[config.mk]
export PLATFORM = sky130hd
export DESIGN_NAME = stream_find_and_replace_flat
export DESIGN_NICKNAME = d
export VERILOG_FILES = /design/src/hw/rtl/sfr_pkg.sv /design/src/hw/rtl/sfr_ifs.sv /design/src/hw/rtl/sfr_dp.sv /design/src/hw/rtl/sfr_ctrl.sv /design/src/hw/rtl/stream_find_and_replace.sv /design/src/flat_wrapper.sv
export VERILOG_INCLUDE_DIRS = /design/src /design/src/hw/rtl
export SDC_FILE = /design/constraint.sdc
export NUM_CORES = 1
export LEC_CHECK = 0
export BUFFER_PORTS_ARGS = -buffer_cell sky130_fd_sc_hd__buf_2
export CORE_MARGIN = 1
export CORE_UTILIZATION = 35
export DETAILED_ROUTE_END_ITERATION = 10
export HOLD_SLACK_MARGIN = 0.12
export PLACE_DENSITY = 0.57
export SLEW_MARGIN = 20
export SYNTH_ARGS = -nofsm -noshare
export SYNTH_HDL_FRONTEND = slang
export SYNTH_SLANG_ARGS = --single-unit
[constraint.sdc]
create_clock -name clk -period 3.3 [get_ports clk]
set_clock_uncertainty 0.15 [all_clocks]
set_input_delay 0.495 -clock clk [delete_from_list [all_inputs] [get_ports clk]]
set_output_delay 0.495 -clock clk [all_outputs]
set_load 0.005 [all_outputs]
[src/hw/rtl/assert_macros.svh]
// ----------------------------------------------------------------------------
// Assertion macros
// Concurrent property checks for simulation; empty bodies for synthesis.
// ----------------------------------------------------------------------------
`ifndef ASSERT_MACROS_SVH
`define ASSERT_MACROS_SVH

`ifndef SYNTHESIS
// Same-cycle implication, disabled while reset is held
`define SFR_ASSERT_NOW(label, clk, rst_n, ante, cons, msg) \
  label: assert property (@(posedge clk) disable iff (!rst_n) (ante) |-> (cons)) \
    else $error(msg);
// Next-cycle implication, disabled while reset is held
`define SFR_ASSERT_NEXT(label, clk, rst_n, ante, cons, msg) \
  label: assert property (@(posedge clk) disable iff (!rst_n) (ante) |=> (cons)) \
    else $error(msg);
`else
`define SFR_ASSERT_NOW(label, clk, rst_n, ante, cons, msg)
`define SFR_ASSERT_NEXT(label, clk, rst_n, ante, cons, msg)
`endif

`endif

[src/hw/rtl/sfr_pkg.sv]
// ----------------------------------------------------------------------------
// sfr_pkg
// Shared types, constants and helpers of the stream find-and-replace block.
// ----------------------------------------------------------------------------
`timescale 1ns / 1ps
`default_nettype none
package sfr_pkg;

  localparam int MAX_PATTERN     = 8;
  localparam int MAX_REPLACEMENT = 8;

  typedef logic [7:0]  byte_t;
  typedef logic [3:0]  cnt_t;
  typedef logic [63:0] word_t;
  typedef logic [3:0]  cfg_idx_t;

  // Configuration register indexes
  localparam cfg_idx_t CFG_PATTERN_BYTES      = 4'd0;
  localparam cfg_idx_t CFG_PATTERN_LENGTH     = 4'd1;
  localparam cfg_idx_t CFG_REPLACEMENT_BYTES  = 4'd2;
  localparam cfg_idx_t CFG_REPLACEMENT_LENGTH = 4'd3;

  // Commands from the controller to the datapath
  typedef struct packed {
    logic take;       // transaction accepted on the input
    logic emit_pop;   // emit oldest pending byte and shift the window
    logic emit_repl;  // emit next replacement byte
    logic emit_mark;  // emit an empty end marker
    logic emit_last;  // flag the emitted result as last
    logic clr_cnt;    // drop the matched window
  } cmd_t;

  // Status from the datapath to the controller
  typedef struct packed {
    logic prefix;     // window is a prefix of the active pattern
    logic full;       // window holds the whole pattern
    logic cnt_zero;   // window empty
    logic cnt_one;    // exactly one pending byte
    logic repl_none;  // replacement is empty
    logic repl_last;  // next replacement byte is the final one
    logic out_free;   // result register can take a result this cycle
    logic end_flag;   // current item closes the content
    logic emitted;    // current item has produced a result
  } sts_t;

  // Clamp pattern length into 1..MAX_PATTERN
  function automatic cnt_t clamp_plen(input cnt_t len);
    cnt_t res;
    res = len;
    if (len == 4'd0) res = 4'd1;
    if (len > 4'(MAX_PATTERN)) res = 4'(MAX_PATTERN);
    return res;
  endfunction

  // Clamp replacement length into 0..MAX_REPLACEMENT
  function automatic cnt_t clamp_rlen(input cnt_t len);
    cnt_t res;
    res = len;
    if (len > 4'(MAX_REPLACEMENT)) res = 4'(MAX_REPLACEMENT);
    return res;
  endfunction

endpackage
`default_nettype wire

[src/hw/rtl/sfr_ifs.sv]
// ----------------------------------------------------------------------------
// sfr channel interfaces
// Valid/ready channels for content input, results and configuration writes.
// ----------------------------------------------------------------------------
`timescale 1ns / 1ps
`default_nettype none
interface sfr_in_if import sfr_pkg::*; ();
  logic  valid;
  logic  ready;
  byte_t data_byte;
  logic  byte_present;
  logic  end_of_content;
  modport source (output valid, data_byte, byte_present, end_of_content, input ready);
  modport sink   (input valid, data_byte, byte_present, end_of_content, output ready);
endinterface

interface sfr_out_if import sfr_pkg::*; ();
  logic  valid;
  logic  ready;
  byte_t out_byte;
  logic  out_valid;
  logic  out_last;
  modport source (output valid, out_byte, out_valid, out_last, input ready);
  modport sink   (input valid, out_byte, out_valid, out_last, output ready);
endinterface

interface sfr_cfg_if import sfr_pkg::*; ();
  logic     valid;
  logic     ready;
  cfg_idx_t index;
  word_t    data;
  modport source (output valid, index, data, input ready);
  modport sink   (input valid, index, data, output ready);
endinterface
`default_nettype wire

[src/hw/rtl/sfr_dp.sv]
// ----------------------------------------------------------------------------
// sfr_dp
// Datapath: configuration registers, pending window, prefix compare and the
// result register.
// ----------------------------------------------------------------------------
`timescale 1ns / 1ps
`default_nettype none
`include "assert_macros.svh"
module sfr_dp import sfr_pkg::*; (
  input  wire logic     clk,
  input  wire logic     rst_n,
  // configuration writes
  input  wire logic     cfg_we,
  input  wire cfg_idx_t cfg_idx,
  input  wire word_t    cfg_data,
  // input item
  input  wire byte_t    in_data,
  input  wire logic     in_present,
  input  wire logic     in_end,
  // controller
  input  wire cmd_t     cmd,
  output sts_t          sts,
  // result register
  input  wire logic     res_ready,
  output logic          res_vld,
  output byte_t         res_byte,
  output logic          res_valid,
  output logic          res_last
);

  word_t cfg_pat_r, cfg_rep_r;
  cnt_t  cfg_plen_r, cfg_rlen_r;
  word_t act_pat_r, act_pat_nxt;
  cnt_t  act_len_r, act_len_nxt;
  byte_t win_r [MAX_PATTERN];
  byte_t win_nxt [MAX_PATTERN];
  cnt_t  cnt_r, cnt_nxt;
  logic [2:0] ri_r, ri_nxt;
  logic  end_r, end_nxt;
  logic  emitted_r, emitted_nxt;
  logic  ovld_r, ovld_nxt;
  byte_t obyte_r, obyte_nxt;
  logic  oval_r, oval_nxt;
  logic  olast_r, olast_nxt;
  cnt_t  rlen;
  logic  match;
  logic  emit_any;

  // Configuration registers
  always_ff @(posedge clk) begin
    if (!rst_n) begin
      cfg_pat_r  <= '0;
      cfg_plen_r <= 4'd1;
      cfg_rep_r  <= '0;
      cfg_rlen_r <= '0;
    end else if (cfg_we) begin
      case (cfg_idx)
        CFG_PATTERN_BYTES:      cfg_pat_r  <= cfg_data;
        CFG_PATTERN_LENGTH:     cfg_plen_r <= cfg_data[3:0];
        CFG_REPLACEMENT_BYTES:  cfg_rep_r  <= cfg_data;
        CFG_REPLACEMENT_LENGTH: cfg_rlen_r <= cfg_data[3:0];
        default: ;
      endcase
    end
  end

  // Compare the window against the active pattern, one lane per entry
  always_comb begin
    match = (cnt_r <= act_len_r);
    for (int i = 0; i < MAX_PATTERN; i++) begin
      if (4'(i) < cnt_r && win_r[i] != act_pat_r[i*8 +: 8]) match = 1'b0;
    end
  end

  assign rlen     = clamp_rlen(cfg_rlen_r);
  assign emit_any = cmd.emit_pop | cmd.emit_repl | cmd.emit_mark;

  always_comb begin
    sts.prefix    = match;
    sts.full      = (cnt_r == act_len_r);
    sts.cnt_zero  = (cnt_r == 4'd0);
    sts.cnt_one   = (cnt_r == 4'd1);
    sts.repl_none = (rlen == 4'd0);
    sts.repl_last = ({1'b0, ri_r} == rlen - 4'd1);
    sts.out_free  = !ovld_r || res_ready;
    sts.end_flag  = end_r;
    sts.emitted   = emitted_r;
  end

  // Window, counters and result register next values
  always_comb begin
    act_pat_nxt = act_pat_r;
    act_len_nxt = act_len_r;
    win_nxt     = win_r;
    cnt_nxt     = cnt_r;
    ri_nxt      = ri_r;
    end_nxt     = end_r;
    emitted_nxt = emitted_r;
    ovld_nxt    = ovld_r;
    obyte_nxt   = obyte_r;
    oval_nxt    = oval_r;
    olast_nxt   = olast_r;

    // take a new item: latch the pattern on an empty window, push the byte
    if (cmd.take) begin
      if (cnt_r == 4'd0) begin
        act_pat_nxt = cfg_pat_r;
        act_len_nxt = clamp_plen(cfg_plen_r);
      end
      if (in_present) begin
        win_nxt[cnt_r[2:0]] = in_data;
        cnt_nxt = cnt_r + 4'd1;
      end
      end_nxt     = in_end;
      emitted_nxt = 1'b0;
      ri_nxt      = '0;
    end

    // drop the oldest byte and realign
    if (cmd.emit_pop) begin
      for (int i = 0; i < MAX_PATTERN - 1; i++) begin
        win_nxt[i] = win_r[i+1];
      end
      cnt_nxt = cnt_r - 4'd1;
    end

    if (cmd.clr_cnt) cnt_nxt = '0;
    if (cmd.emit_repl) ri_nxt = ri_r + 3'd1;

    // load or drain the result register
    if (emit_any) begin
      emitted_nxt = 1'b1;
      ovld_nxt    = 1'b1;
      olast_nxt   = cmd.emit_last;
      oval_nxt    = !cmd.emit_mark;
      if (cmd.emit_pop)       obyte_nxt = win_r[0];
      else if (cmd.emit_repl) obyte_nxt = cfg_rep_r[{ri_r, 3'b000} +: 8];
      else                    obyte_nxt = '0;
    end else if (res_ready) begin
      ovld_nxt = 1'b0;
    end
  end

  always_ff @(posedge clk) begin
    if (!rst_n) begin
      act_pat_r <= '0;
      act_len_r <= 4'd1;
      cnt_r     <= '0;
      ri_r      <= '0;
      end_r     <= 1'b0;
      emitted_r <= 1'b0;
      ovld_r    <= 1'b0;
    end else begin
      act_pat_r <= act_pat_nxt;
      act_len_r <= act_len_nxt;
      cnt_r     <= cnt_nxt;
      ri_r      <= ri_nxt;
      end_r     <= end_nxt;
      emitted_r <= emitted_nxt;
      ovld_r    <= ovld_nxt;
    end
  end

  // Payload registers hold without reset
  always_ff @(posedge clk) begin
    win_r   <= win_nxt;
    obyte_r <= obyte_nxt;
    oval_r  <= oval_nxt;
    olast_r <= olast_nxt;
  end

  assign res_vld   = ovld_r;
  assign res_byte  = obyte_r;
  assign res_valid = oval_r;
  assign res_last  = olast_r;

  `SFR_ASSERT_NOW(a_cnt_bound, clk, rst_n, 1'b1, cnt_r <= 4'(MAX_PATTERN), "window overfilled")
  `SFR_ASSERT_NEXT(a_emit_shown, clk, rst_n, emit_any, ovld_r, "emitted result not registered")
  `SFR_ASSERT_NEXT(a_latch_len, clk, rst_n, cmd.take && cnt_r == 4'd0,
                   act_len_r == clamp_plen($past(cfg_plen_r)), "pattern not latched")

endmodule
`default_nettype wire

[src/hw/rtl/sfr_ctrl.sv]
// ----------------------------------------------------------------------------
// sfr_ctrl
// Controller: sequences compare, realignment, replacement and flush per item.
// ----------------------------------------------------------------------------
`timescale 1ns / 1ps
`default_nettype none
`include "assert_macros.svh"
module sfr_ctrl import sfr_pkg::*; (
  input  wire logic clk,
  input  wire logic rst_n,
  input  wire logic in_valid,
  input  wire logic in_present,
  input  wire logic in_end,
  output logic      in_ready,
  input  wire sts_t sts,
  output cmd_t      cmd
);

  localparam logic [1:0] S_IDLE  = 2'd0;
  localparam logic [1:0] S_CHECK = 2'd1;
  localparam logic [1:0] S_REPL  = 2'd2;
  localparam logic [1:0] S_FLUSH = 2'd3;

  logic [1:0] state_r, state_nxt;
  logic       in_fire;
  logic [1:0] done_state;

  assign in_ready   = (state_r == S_IDLE);
  assign in_fire    = in_valid && in_ready;
  assign done_state = sts.end_flag ? S_FLUSH : S_IDLE;

  // Next state and commands
  always_comb begin
    state_nxt = state_r;
    cmd       = '0;
    case (state_r)
      S_IDLE: begin
        if (in_fire) begin
          cmd.take = 1'b1;
          if (in_present)  state_nxt = S_CHECK;
          else if (in_end) state_nxt = S_FLUSH;
        end
      end
      S_CHECK: begin
        if (!sts.prefix) begin
          // realign: emit the oldest pending byte
          if (sts.out_free) begin
            cmd.emit_pop  = 1'b1;
            cmd.emit_last = sts.end_flag && sts.cnt_one;
          end
        end else if (sts.full) begin
          cmd.clr_cnt = 1'b1;
          state_nxt   = sts.repl_none ? done_state : S_REPL;
        end else begin
          state_nxt = done_state;
        end
      end
      S_REPL: begin
        if (sts.out_free) begin
          cmd.emit_repl = 1'b1;
          cmd.emit_last = sts.end_flag && sts.repl_last;
          if (sts.repl_last) state_nxt = done_state;
        end
      end
      S_FLUSH: begin
        if (!sts.cnt_zero) begin
          if (sts.out_free) begin
            cmd.emit_pop  = 1'b1;
            cmd.emit_last = sts.cnt_one;
          end
        end else if (!sts.emitted) begin
          // nothing came out of this content tail: send an empty marker
          if (sts.out_free) begin
            cmd.emit_mark = 1'b1;
            cmd.emit_last = 1'b1;
            state_nxt     = S_IDLE;
          end
        end else begin
          state_nxt = S_IDLE;
        end
      end
      default: state_nxt = S_IDLE;
    endcase
  end

  always_ff @(posedge clk) begin
    if (!rst_n) begin
      state_r <= S_IDLE;
    end else begin
      state_r <= state_nxt;
    end
  end

  `SFR_ASSERT_NOW(a_one_emit, clk, rst_n, 1'b1,
                  $onehot0({cmd.emit_pop, cmd.emit_repl, cmd.emit_mark}), "multiple emits")
  `SFR_ASSERT_NOW(a_emit_room, clk, rst_n,
                  cmd.emit_pop || cmd.emit_repl || cmd.emit_mark, sts.out_free,
                  "emit into occupied result register")
  `SFR_ASSERT_NOW(a_mark_empty, clk, rst_n, cmd.emit_mark, sts.cnt_zero && !sts.emitted,
                  "end marker with pending output")
  `SFR_ASSERT_NEXT(a_byte_check, clk, rst_n, in_fire && in_present, state_r == S_CHECK,
                   "byte not compared")

endmodule
`default_nettype wire

[src/hw/rtl/stream_find_and_replace.sv]
// ----------------------------------------------------------------------------
// stream_find_and_replace
// Replaces each leftmost non-overlapping pattern occurrence in a byte stream.
// ----------------------------------------------------------------------------
// Sequencing: a byte is accepted in the idle state and compared in the check
//   state, which pops one byte per emit on realignment; a match sends one
//   replacement byte per emit, and an end flushes the rest in the flush state.
//   Results are registered and appear in the cycle after the controller emits
//   them. Input is taken only when idle, so a new byte waits for the last one.
// Reset: synchronous rst_n empties the window and result register, restores
//   configuration defaults (pattern length one, empty replacement).
`timescale 1ns / 1ps
`default_nettype none
module stream_find_and_replace import sfr_pkg::*; (
  input  wire logic clk,
  input  wire logic rst_n,
  sfr_in_if.sink    in_chan,
  sfr_out_if.source out_chan,
  sfr_cfg_if.sink   cfg_chan
);

  cmd_t cmd;
  sts_t sts;

  // Configuration writes are always taken
  assign cfg_chan.ready = 1'b1;

  sfr_ctrl u_ctrl (
    .clk        (clk),
    .rst_n      (rst_n),
    .in_valid   (in_chan.valid),
    .in_present (in_chan.byte_present),
    .in_end     (in_chan.end_of_content),
    .in_ready   (in_chan.ready),
    .sts        (sts),
    .cmd        (cmd)
  );

  sfr_dp u_dp (
    .clk        (clk),
    .rst_n      (rst_n),
    .cfg_we     (cfg_chan.valid),
    .cfg_idx    (cfg_chan.index),
    .cfg_data   (cfg_chan.data),
    .in_data    (in_chan.data_byte),
    .in_present (in_chan.byte_present),
    .in_end     (in_chan.end_of_content),
    .cmd        (cmd),
    .sts        (sts),
    .res_ready  (out_chan.ready),
    .res_vld    (out_chan.valid),
    .res_byte   (out_chan.out_byte),
    .res_valid  (out_chan.out_valid),
    .res_last   (out_chan.out_last)
  );

endmodule
`default_nettype wire

[src/flat_wrapper.sv]
// flat-port wrapper written by rule: the top's interface ports become plain ports
module stream_find_and_replace_flat import sfr_pkg::*;
  (clk, rst_n, in_chan_valid, in_chan_data_byte, in_chan_byte_present, in_chan_end_of_content, in_chan_ready, out_chan_valid, out_chan_out_byte, out_chan_out_valid, out_chan_out_last, out_chan_ready, cfg_chan_valid, cfg_chan_index, cfg_chan_data, cfg_chan_ready);
  sfr_in_if in_chan_i ();
  sfr_out_if out_chan_i ();
  sfr_cfg_if cfg_chan_i ();
  input  wire logic clk;
  input  wire logic rst_n;
  input wire logic [$bits(in_chan_i.valid)-1:0] in_chan_valid;
  input wire logic [$bits(in_chan_i.data_byte)-1:0] in_chan_data_byte;
  input wire logic [$bits(in_chan_i.byte_present)-1:0] in_chan_byte_present;
  input wire logic [$bits(in_chan_i.end_of_content)-1:0] in_chan_end_of_content;
  output wire logic [$bits(in_chan_i.ready)-1:0] in_chan_ready;
  output wire logic [$bits(out_chan_i.valid)-1:0] out_chan_valid;
  output wire logic [$bits(out_chan_i.out_byte)-1:0] out_chan_out_byte;
  output wire logic [$bits(out_chan_i.out_valid)-1:0] out_chan_out_valid;
  output wire logic [$bits(out_chan_i.out_last)-1:0] out_chan_out_last;
  input wire logic [$bits(out_chan_i.ready)-1:0] out_chan_ready;
  input wire logic [$bits(cfg_chan_i.valid)-1:0] cfg_chan_valid;
  input wire logic [$bits(cfg_chan_i.index)-1:0] cfg_chan_index;
  input wire logic [$bits(cfg_chan_i.data)-1:0] cfg_chan_data;
  output wire logic [$bits(cfg_chan_i.ready)-1:0] cfg_chan_ready;
  assign in_chan_i.valid = in_chan_valid;
  assign in_chan_i.data_byte = in_chan_data_byte;
  assign in_chan_i.byte_present = in_chan_byte_present;
  assign in_chan_i.end_of_content = in_chan_end_of_content;
  assign in_chan_ready = in_chan_i.ready;
  assign out_chan_valid = out_chan_i.valid;
  assign out_chan_out_byte = out_chan_i.out_byte;
  assign out_chan_out_valid = out_chan_i.out_valid;
  assign out_chan_out_last = out_chan_i.out_last;
  assign out_chan_i.ready = out_chan_ready;
  assign cfg_chan_i.valid = cfg_chan_valid;
  assign cfg_chan_i.index = cfg_chan_index;
  assign cfg_chan_i.data = cfg_chan_data;
  assign cfg_chan_ready = cfg_chan_i.ready;
  stream_find_and_replace u_core (.clk(clk), .rst_n(rst_n), .in_chan(in_chan_i), .out_chan(out_chan_i), .cfg_chan(cfg_chan_i));
endmodule
==> impl_metrics.sql <==
INSERT INTO impl_metrics (metric_group, metric, value, unit) VALUES
('yosys', 'post_synth_inst_count', '1320', ''),
('floorplanning', 'dieWidth', '192.3', 'microns'),
('yosys', 'number_of_synthesized_flops_with_an_enable_pin', '74', ''),
('global_route', 'track_usage', '19.39', '%'),
('yosys', 'proportion_of_synthesized_chip_area_in_sequential_cells', '51.67', '%'),
('routing', 'violation_count_after_the_first_detailed_route_iteration', '636', ''),
('critical_path', 'worst_ep_required_time', '3.42', 'ns'),
('critical_path', 'regToRegEndpoint', 'u_core.u_dp.win_r[8]', ''),
('yosys', 'synthesis.nets', '1413', ''),
('power_and_ir_drop', 'power.density', '708.8', 'mW/mm^2'),
('cts', 'cts_root_buf', 'sky130_fd_sc_hd__clkbuf_16', ''),
('critical_path', 'crit_fanout', '18', ''),
('sta', 'finalHoldWorstSlack', '0.1474', 'ns'),
('placed_design', 'gp_congestion', '0.8629', ''),
('cts', 'postCtsSetupRepairBufs', '0', ''),
('power_and_ir_drop', 'peakVddDrop', '488.6', 'uV'),
('critical_path', 'critical_path.endpoint', 'u_core.u_dp.win_r[8]', ''),
('global_route', 'pin_count_of_the_biggest_net_entering_global_routing', '104', ''),
('final_layout', 'syn_to_final_growth', '20.79', '%'),
('sta', 'setup-violations-final', '0', ''),
('critical_path', 'worst_ep_arrival_time', '3.15', 'ns'),
('routing', 'routed-via-count', '9783', ''),
('critical_path', 'regToRegSetupSlack', '0.27', 'ns'),
('critical_path', 'end_kind', 'register', ''),
('cts', 'tritoncts_num_sinks', '290', ''),
('final_layout', 'num-fill-cells', '3469', ''),
('floorplanning', 'die_area', '0.03696', 'sq mm'),
('critical_path', 'cp_num_cells', '7', ''),
('power_and_ir_drop', 'total_leakage_power', '5.492', 'nW'),
('floorplanning', 'fp.dieH', '192.3', 'microns'),
('cts', 'clk_path_buf_depth', '3', ''),
('sta', 'setup_tns', '0', 'ns'),
('final_layout', 'drive_gt1_share', '14.40', '%'),
('critical_path', 'path_class', 'register to register', ''),
('cts', 'cts-buffers-inserted', '30', ''),
('cts', 'clock_tree_from_tritoncts', 'done', ''),
('yosys', 'synth.cell_area', '0.01267', 'sq mm'),
('yosys', 'synth_ff_type', 'sky130_fd_sc_hd__dfxtp_1', ''),
('critical_path', 'critPathTopFamily', 'compound AO/OA/AOI/OAI gates', ''),
('routing', 'post_drt_wl_per_cell', '18.42', 'microns'),
('critical_path', 'timing.critical_path.from_type', 'register', ''),
('routing', 'wl', '35860', 'microns'),
('global_route', 'grt_antenna_before_repair', '0', ''),
('cts', 'h_tree_depth_reported_by_cts', '1', ''),
('yosys', 'warning_count_from_the_yosys_run', '0', ''),
('yosys', 'yosys_register_bits', '290', ''),
('cts', 'clock_insertion_delay_worst_skew', '0.55', 'ns'),
('outcome', 'status', 'finished clean', ''),
('sta', 'fmax', '0.3302', 'GHz'),
('hold_path', 'hp-class', 'primary input to register', ''),
('critical_path', 'cp_slowest_cell', 'sky130_fd_sc_hd__edfxtp_1', ''),
('sta', 'finalWorstPathRequiredPeriod', '3.029', 'ns'),
('global_route', 'grt_overflow', '0', ''),
('yosys', 'distinct_cells_synth', '47', ''),
('job', 'drv.max_cap_violation_count', '0', ''),
('cts', 'clk_transition_reported_paths', '0.06', 'ns'),
('yosys', 'syn_avg_cell_area', '9.597', 'sq um'),
('critical_path', 'worstPathBufferInverterCount', '0', ''),
('critical_path', 'timing.critical_path.slowest_cell_delay', '0.45', 'ns'),
('routing', 'drt-pass1-iter-count', '5', ''),
('global_route', 'number_of_global_route_vias_before_repair', '9697', ''),
('critical_path', 'critical_path.cell_chain', 'xor2_1 > nor4_2 > a21oi_1 > a2111oi_2 > o2111a_2 > a21oi_4 > or2_2', ''),
('critical_path', 'timing.critical_path.from', 'u_core.u_dp.win_r[63]', ''),
('floorplanning', 'io-pin-count', '96', ''),
('global_route', 'global_route_wire_length_before_repair', '55140', 'microns'),
('final_layout', 'layout_common_cells', '421 x sky130_fd_sc_hd__nand2_1, 216 x sky130_fd_sc_hd__dfxtp_1, 200 x sky130_fd_sc_hd__a21boi_0, 93 x sky130_fd_sc_hd__buf_2, 74 x sky130_fd_sc_hd__edfxtp_1', ''),
('sta', 'timing.max_slew.rel_slack', '39.63', '%'),
('final_layout', 'finalNetCount', '1558', ''),
('yosys', 'postSynth.asyncResetShare', '0', '%'),
('floorplanning', 'std_cell_rows', '69', ''),
('critical_path', 'reg2reg_from', 'u_core.u_dp.win_r[63]', '');
per-layer routing:
layer  up-vias  part of all wire [%]  track usage [%]
met5         -                     0                0
met4         0                   2.1            4.573
met2       229                    47            32.51
met1      4698                    47            26.40
li1       4803                     -                -
met3        53                   3.8            2.510
where the power goes:
group / total [mW] / switching (mW) / internal [mW]
Sequential: 4.75 / 0.395 / 4.36
Combinational: 2.85 / 1.71 / 1.14
Clock: 3.24 / 1.35 / 1.89
Total: 10.8 / 3.46 / 7.39
cell families after synthesis:
kind of cell	after synthesis	share of synthesized area, %
xor+xnor	68	4.701
mux	36	4.425
other cells	1	0.02960
fa+ha+maj	10	0.9877
compound gates	304	18.13
flops	290	51.67
simple gates	514	16.78
buf+inv	97	3.269
synth_stat cells (2+ instances only):
master,n,area [sq um]
sky130_fd_sc_hd__nor3_1,7,35.03
sky130_fd_sc_hd__nand2b_1,6,37.54
sky130_fd_sc_hd__and2_1,6,37.54
sky130_fd_sc_hd__clkbuf_1,67,251.5
sky130_fd_sc_hd__nand2_1,423,1588
sky130_fd_sc_hd__nand3_1,5,25.02
sky130_fd_sc_hd__nand4_1,4,25.02
sky130_fd_sc_hd__nor2_1,18,67.56
sky130_fd_sc_hd__inv_1,12,45.04
sky130_fd_sc_hd__buf_2,7,35.03
sky130_fd_sc_hd__o21a_1,3,22.52
sky130_fd_sc_hd__nor2b_1,9,56.30
sky130_fd_sc_hd__a21boi_0,200,1501
sky130_fd_sc_hd__a21oi_1,12,60.06
sky130_fd_sc_hd__ha_1,10,125.1
sky130_fd_sc_hd__buf_6,5,56.30
sky130_fd_sc_hd__xor2_1,58,508.0
sky130_fd_sc_hd__nor4_1,15,93.84
sky130_fd_sc_hd__xnor2_1,10,87.58
sky130_fd_sc_hd__mux4_2,16,360.4
sky130_fd_sc_hd__or2_2,7,43.79
sky130_fd_sc_hd__buf_1,5,18.77
sky130_fd_sc_hd__nor3_2,3,30.03
sky130_fd_sc_hd__a22o_1,56,490.5
sky130_fd_sc_hd__o21ai_0,21,105.1
sky130_fd_sc_hd__dfxtp_1,216,4324
sky130_fd_sc_hd__and3_1,5,31.28
sky130_fd_sc_hd__o311ai_0,2,17.52
sky130_fd_sc_hd__nand3b_1,2,15.01
sky130_fd_sc_hd__mux2i_1,20,200.2
sky130_fd_sc_hd__edfxtp_1,74,2222
what timing repair did:
item                       CTS  global route
gates resized for setup      0             1
hold endpoints to repair   121             0
setup endpoints to repair    0           111
hold buffers                65             0
per-stage QoR:
stage	util (%)	worst slack [ns]	instances	power (mW)	cell area [sq um]
6_report	43.02	0.2711	1947	10.85	15300
5_1_grt	43.02	0.1232	1947	11.39	15300
4_1_cts	42.98	0.06322	1946	10.88	15290
3_5_place_dp	38.50	0.08811	1828	7.569	13690
3_3_place_gp	38.50	0.1308	1828	7.538	13690
2_1_floorplan	-	0.5179	1320	6.604	12670
area by class of cell:
type / instances / area (sq um) / share of cell area, %
Clock buffer: 50 / 928.4 / 6.067
Clock inverter: 3 / 15.01 / 0.09812
Inverter: 12 / 45.04 / 0.2944
Multi-Input combinational cell: 934 / 5744 / 37.54
Sequential cell: 290 / 6546 / 42.78
Tap cell: 461 / 576.8 / 3.769
Timing Repair Buffer: 197 / 1446 / 9.452
flip-flops by register name, indices dropped and copies added (netlist names), 2 cells and up:
signal                  count
u_core.u_dp.act_pat_r      64
u_core.u_dp.cfg_pat_r      64
u_core.u_dp.cfg_rep_r      64
u_core.u_dp.win_r          64
u_core.u_dp.res_byte        8
u_core.u_dp.act_len_r       4
u_core.u_dp.cfg_plen_r      4
u_core.u_dp.cfg_rlen_r      4
u_core.u_dp.cnt_r           4
u_core.u_dp.ri_r            3
u_core.u_ctrl.state_r       2
worst min-delay path by stage:
stage,start,end,slack [ns],cells after the start
2_1_floorplan,u_core.u_dp.cfg_rep_r[16],u_core.u_dp.cfg_rep_r[16],0.29,2
3_3_place_gp,u_core.u_dp.cfg_pat_r[2],u_core.u_dp.act_pat_r[2],0.30,2
3_5_place_dp,u_core.u_dp.cfg_pat_r[61],u_core.u_dp.act_pat_r[61],0.31,2
4_1_cts,cfg_chan_data[32],u_core.u_dp.cfg_pat_r[32],0.12,3
5_1_grt,cfg_chan_data[32],u_core.u_dp.cfg_pat_r[32],0.15,3
6_report,cfg_chan_data[32],u_core.u_dp.cfg_pat_r[32],0.15,3
worst reg2reg max path: cells and delay by family, from the launching register on:
family	cells	cell delay, ns
compound gates	4	1.08
xor+xnor	1	0.18
flops	1	0.45
simple gates	2	0.90
No activity file was read; power rests on OpenSTA's default activity.
